[src/ttdp_pkg.sv]
// Shared types and constants for the depth-preferred transposition table.
// Holds the slot layout, status and bound codes, and controller/datapath links.
// No dependencies.
package ttdp_pkg;

   localparam int KEY_W     = 64;
   localparam int DEPTH_W   = 8;
   localparam int SCORE_W   = 16;
   localparam int BOUND_W   = 2;
   localparam int SQ_W      = 6;
   localparam int PIECE_W   = 4;
   localparam int FLAGS_W   = 8;
   localparam int STATUS_W  = 2;

   // Key reduction works one nibble per cycle, most significant first
   localparam int NIB_W     = 4;
   localparam int NIB_STEPS = KEY_W / NIB_W;
   localparam int STEP_CNT_W = $clog2(NIB_STEPS) + 1;

   // Bound codes
   localparam logic [BOUND_W-1:0] BOUND_EXACT = 2'd0;
   localparam logic [BOUND_W-1:0] BOUND_LOWER = 2'd1;
   localparam logic [BOUND_W-1:0] BOUND_UPPER = 2'd2;

   // Probe status codes
   localparam logic [STATUS_W-1:0] STATUS_MISS      = 2'd0;
   localparam logic [STATUS_W-1:0] STATUS_HIT_SCORE = 2'd1;
   localparam logic [STATUS_W-1:0] STATUS_HIT_MOVE  = 2'd2;

   // Operation codes
   localparam logic OP_PROBE  = 1'b0;
   localparam logic OP_INSERT = 1'b1;

   typedef struct packed {
      logic [FLAGS_W-1:0] flags;
      logic [PIECE_W-1:0] target;
      logic [PIECE_W-1:0] moving;
      logic [SQ_W-1:0]    to_sq;
      logic [SQ_W-1:0]    from_sq;
   } move_type;

   typedef struct packed {
      logic [KEY_W-1:0]          key;
      logic signed [DEPTH_W-1:0] depth;
      logic signed [SCORE_W-1:0] score;
      logic [BOUND_W-1:0]        bound;
      move_type                  move;
   } entry_type;

   // Contents of a slot after reset: all-ones key, depth minus one, lower bound 0
   localparam entry_type ENTRY_RESET = '{
      key:   {KEY_W{1'b1}},
      depth: {DEPTH_W{1'b1}},
      score: '0,
      bound: BOUND_LOWER,
      move:  '0
   };

   // Commands from the controller to the datapath
   typedef struct packed {
      logic load;      // capture a request beat
      logic rd;        // read the slot at the current index
      logic clr_wr;    // write the reset entry at the clear address
      logic wr_ins;    // commit an insert (datapath applies the depth rule)
      logic load_rsp;  // load the result register
   } cmd_type;

   // Status from the datapath to the controller
   typedef struct packed {
      logic idx_ready;  // slot index is settled
      logic clr_last;   // clear address is at the last slot
      logic is_insert;  // held request is an insert
   } stat_type;

endpackage

[src/ttdp_ctrl.sv]
// Controller state machine for the transposition table.
// Sequences clear, reduce, read and decide; drives the beat handshakes.
// Depends on ttdp_pkg.
module ttdp_ctrl (
   input  logic              clock,
   input  logic              reset,
   input  logic              req_valid,
   output logic              req_stall,
   output logic              rsp_valid,
   input  logic              rsp_stall,
   input  ttdp_pkg::stat_type st,
   output ttdp_pkg::cmd_type  cmd
);

   typedef enum logic [1:0] {
      ST_CLEAR,
      ST_IDLE,
      ST_REDUCE,
      ST_DECIDE
   } state_type;

   state_type state_ff, state_in;
   logic      rsp_valid_ff, rsp_valid_in;
   logic      out_free;
   logic      accept;

   assign out_free  = !rsp_valid_ff || !rsp_stall;
   assign req_stall = (state_ff != ST_IDLE);
   assign accept    = req_valid && !req_stall;
   assign rsp_valid = rsp_valid_ff;

   // Next state and commands
   always_comb begin
      state_in     = state_ff;
      cmd          = '0;
      rsp_valid_in = rsp_valid_ff && rsp_stall;
      case (state_ff)
         ST_CLEAR: begin
            cmd.clr_wr = 1'b1;
            if (st.clr_last) begin
               state_in = ST_IDLE;
            end
         end
         ST_IDLE: begin
            if (accept) begin
               cmd.load = 1'b1;
               state_in = ST_REDUCE;
            end
         end
         ST_REDUCE: begin
            if (st.idx_ready) begin
               cmd.rd   = 1'b1;
               state_in = ST_DECIDE;
            end
         end
         ST_DECIDE: begin
            if (st.is_insert) begin
               cmd.wr_ins = 1'b1;
               state_in   = ST_IDLE;
            end else if (out_free) begin
               cmd.load_rsp = 1'b1;
               rsp_valid_in = 1'b1;
               state_in     = ST_IDLE;
            end
         end
         default: begin
            state_in = ST_IDLE;
         end
      endcase
   end

   // Hold state and the result valid flag
   always_ff @(posedge clock) begin
      if (reset) begin
         state_ff     <= ST_CLEAR;
         rsp_valid_ff <= 1'b0;
      end else begin
         state_ff     <= state_in;
         rsp_valid_ff <= rsp_valid_in;
      end
   end

   // No beat is taken in the cycle right after reset: the clear sweep runs first
   assert property (@(posedge clock) disable iff (reset) $past(reset) |-> req_stall)
      else $error("request taken before clear sweep");

   // One request in flight at a time
   assert property (@(posedge clock) disable iff (reset) accept |=> req_stall)
      else $error("second request taken while busy");

   // Decide is entered only from a slot read
   assert property (@(posedge clock) disable iff (reset)
      (state_ff == ST_DECIDE) |-> ($past(state_ff) == ST_REDUCE ||
                                   $past(state_ff) == ST_DECIDE))
      else $error("decide without slot read");

endmodule

[config.mk]
export PLATFORM = sky130hd
export DESIGN_NAME = ttdp_ctrl
export DESIGN_NICKNAME = d
export VERILOG_FILES = /design/src/ttdp_pkg.sv /design/src/ttdp_ctrl.sv
export SDC_FILE = /design/constraint.sdc
export NUM_CORES = 1
export LEC_CHECK = 0
export ABC_AREA = 1
export BUFFER_PORTS_ARGS = -buffer_cell sky130_fd_sc_hd__buf_2
export CAP_MARGIN = 20
export CORE_AREA = 2 2 39 41
export DETAILED_ROUTE_END_ITERATION = 10
export DIE_AREA = 0 0 41 43
export PLACE_DENSITY = 0.51
export SLEW_MARGIN = 20
export SYNTH_ARGS = -nofsm -noshare
export SYNTH_HDL_FRONTEND = slang
export SYNTH_SLANG_ARGS = --single-unit
[constraint.sdc]
create_clock -name clock -period 3.15 [get_ports clock]
set_input_delay 0.1575 -clock clock [delete_from_list [all_inputs] [get_ports clock]]
set_output_delay 0.1575 -clock clock [all_outputs]
set_load 0.005 [all_outputs]
==> flow_summary_export.csv <==
group,metric,value,unit
die,dieHeight,43,um
setup_path,reg2reg_slack,1.93,ns
logic_synthesis,synth_cells,45,
grt,grt_util_all_layers,0.0652,
die,io-pin-count,14,
cts,clk_latency,0.23,ns
logic_synthesis,syn-mean-instance-area,6.06,um^2
logic_synthesis,synthDominantCellAreaShare,0.220,
cts,cts.path.max_buffers,2,
sta,hold_violations,0,
setup_path,r2r_cells,8,
die,floorplan.die_area,1760,um^2
sta,worst-slew-pin-transition,0.137,ns
cts,tritoncts,"yes",
die,floorplan.core_area,1380,um^2
detailed_routing,postRouteAntennaNets,0,
pwr,seq_power_share,0.239,
cts,post_cts_setup_repair_buffer_count,0,
setup_path,crit_path_cell_trace,"inv_1 > ha_1 > nand2_1 > inv_1 > buf_2",
layout,antennaDiodeCount,0,
die,die_x,41,um
logic_synthesis,synth_cell_type_count,9,
sta,min_period_over_period,0.400,
layout,final.fill_count,163,
setup_path,cp_data_required_time,2.99,ns
grt,first_global_vias,216,
cts,clock_sink_count,3,
grt,maximum_number_of_pins_on_one_net_before_global_route_repair,5,
cts,cts_hold_buffers,0,
detailed_routing,drt-wirelength-per-cell,5.94,um
sta,max-slew-margin-rel,0.908,
hold_path,holdCritPathClass,"primary input to flop",
pwr,share_clk_of_total_power,0.260,
setup_path,worst-path-buf-inv,3,
cts,clk_root_buffer_cell,"sky130_fd_sc_hd__clkbuf_4",
pwr,power.density_cell_area,662,nW/um^2
setup_path,cp_top_family,"flip-flops",
layout,area_growth,40.8,%
place,io_buffers,13,
grt,first_pass_grt_wire_length,696,um
pwr,power.combinational.fraction,0.501,
place,dp_slack,1.91,ns
logic_synthesis,post-synth-top-area-cell,"sky130_fd_sc_hd__dfxtp_1",
sta,finalCriticalPeriod,1.26,ns
cts,clkTransAtPathRegs,0.04,ns
detailed_routing,dr.first_iter.drc_count,0,
pwr,power.switching_fraction,0.392,
sta,setup_total_negative_slack,0,ns
die,placement_rows,14,
setup_path,crit_path_frequent_cell,"sky130_fd_sc_hd__inv_1",
grt,antenna_violations_before_repair,0,
place,dp_hpwl,404,um
setup_path,timing.critical_path.to,"cmd[4]",
sta,worst_slack,1.89,ns
setup_path,crit_path_max_incr_delay,0.36,ns
pwr,cell_internal_pwr,155,uW
run,drv.max_cap_violation_count,0,
sta,finalSetupViolCount,0,
logic_synthesis,synthesis.nets,56,
cts,post_cts_resized,0,
outcome,outcome,"finished, final reports clean",
setup_path,setup.worst_path.start,"state_ff[1]",
setup_path,cp_data_arrival_time,1.10,ns
logic_synthesis,syn_area,273,um^2
layout,drive_gt1_frac,0.355,
logic_synthesis,synth.ff_latch_count,3,
detailed_routing,firstDrtPassIters,1,
layout,finish.utilization,0.278,
setup_path,critical_setup_path_kind,"flop to output pin",
detailed_routing,drc,0,
setup_path,crit_path_top_delay_cell,"sky130_fd_sc_hd__dfxtp_1",
pwr,total_power,254,uW
sta,unrepaired_setup_endpoints_after_global_routing,"no",
logic_synthesis,seq_area_frac_synth,0.220,
detailed_routing,detail_route.vias_per_cell,3.55,
setup_path,worst_r2r_startpoint,"state_ff[1]",
setup_path,crit_path_start_kind,"flop",
pwr,switching_power,99.6,uW
logic_synthesis,yosys_warnings,0,
logic_synthesis,synth.top_cells.by_area,"sky130_fd_sc_hd__dfxtp_1 22%, sky130_fd_sc_hd__inv_1 21%, sky130_fd_sc_hd__ha_1 18%",
layout,nNetsFinal,74,
sta,fmaxAchievable,0.794,GHz
die,start_util,0.197,
pwr,cellLeakagePower,0.000262,uW
cts,htree_num_levels,1,
setup_path,worstReg2RegEnd,"state_ff[1]",
sta,number_of_max_slew_violations_in_the_final_report,0,
cts,tritoncts.num_buffers,3,
setup_path,path_max_fanout,4,
pwr,peakVddDrop,0.174,mV
sta,fin_worst_skew,0.000170,ns
detailed_routing,num_vias,277,
detailed_routing,totalWireLength,463,um
place,place.gp.congestion,0.666,
setup_path,worstSetupPathDepth,5,
grt,grt_overflow_total,0,
setup_path,worstSetupEndpointType,"output pin",
-- layout by cell type, fill, tap and decap left out, drive strengths merged --
master / instances
buf: 13
clkbuf: 4
a21oi: 1
nor2: 8
dfxtp: 3
inv: 15
nand2: 11
nand3: 3
ha: 4
-- synth_stat cells --
library cell / count
sky130_fd_sc_hd__inv_1: 15
sky130_fd_sc_hd__nand2_1: 8
sky130_fd_sc_hd__nor2_1: 5
sky130_fd_sc_hd__ha_1: 4
sky130_fd_sc_hd__dfxtp_1: 3
sky130_fd_sc_hd__nand2_2: 3
sky130_fd_sc_hd__nand3_1: 3
sky130_fd_sc_hd__nor2_2: 3
sky130_fd_sc_hd__a21oi_1: 1
-- worst min-delay path by stage --
stage	from	end	slack [ns]	cells after the start
after floorplan	reset	rsp_valid	0.23	1
after global placement	reset	rsp_valid	0.34	2
after detailed placement	reset	rsp_valid	0.34	2
after CTS	reset	rsp_valid	0.09	2
after global routing	reset	rsp_valid	0.09	2
final	reset	rsp_valid	0.1	2
-- layout make-up --
cell class                 instances  area (um^2)  area share
multi-input combinational         27          156       0.407
tap                               16         20.0      0.0521
timing repair buffer              13         65.1       0.169
inverter                          15         56.3       0.147
clock buffer                       4         26.3      0.0684
sequential                         3         60.1       0.156
-- power groups by stage --
stage	Combinational (uW)	Sequential, uW	Clock [uW]
floorplan	93.8	59.6	0
global placement	130	62.3	0
detailed placement	129	61.9	0
CTS	130	61.4	70.8
global route	151	63.1	72.4
finish	127	60.7	66.2
-- through the flow --
step / hold WS, ns / instances / instance area (um^2)
2_1_floorplan: 0.227 / 45 / 273
3_3_place_gp: 0.339 / 74 / 358
3_5_place_dp: 0.335 / 74 / 358
4_1_cts: 0.0855 / 78 / 384
5_1_grt: 0.0937 / 78 / 384
6_report: 0.0956 / 78 / 384
-- sequential cells by signal, indices dropped and copies added (netlist names) --
signal and count:
state_ff 2, rsp_valid 1
-- cell families (layout without fill, tap and decap cells) --
logic type / Yosys count / in the layout / share of synthesized area
AO/OA/AOI/OAI: 1 / 1 / 0.0183
adder cells (fa/ha/maj): 4 / 4 / 0.183
buffers and inverters: 15 / 32 / 0.206
flip-flops: 3 / 3 / 0.220
AND/OR/NAND/NOR: 22 / 22 / 0.372
-- per-layer routing --
metal	GRT usage	share of wire
met2	0.0813	0.48
met5	0	0
met1	0.0673	0.42
met4	0.100	0.017
met3	0.0157	0.082
-- worst reg2reg max path: stages (launching register included) --
cell and delay [ns]:
sky130_fd_sc_hd__dfxtp_1 0.36, sky130_fd_sc_hd__inv_1 0.08, sky130_fd_sc_hd__ha_1 0.22, sky130_fd_sc_hd__nand2_1 0.09
sky130_fd_sc_hd__nand2_1 0.05, sky130_fd_sc_hd__nor2_1 0.11, sky130_fd_sc_hd__nand3_1 0.09, sky130_fd_sc_hd__nand2_1 0.08
sky130_fd_sc_hd__nor2_2 0.03
Power figures use the tool's default switching activity.
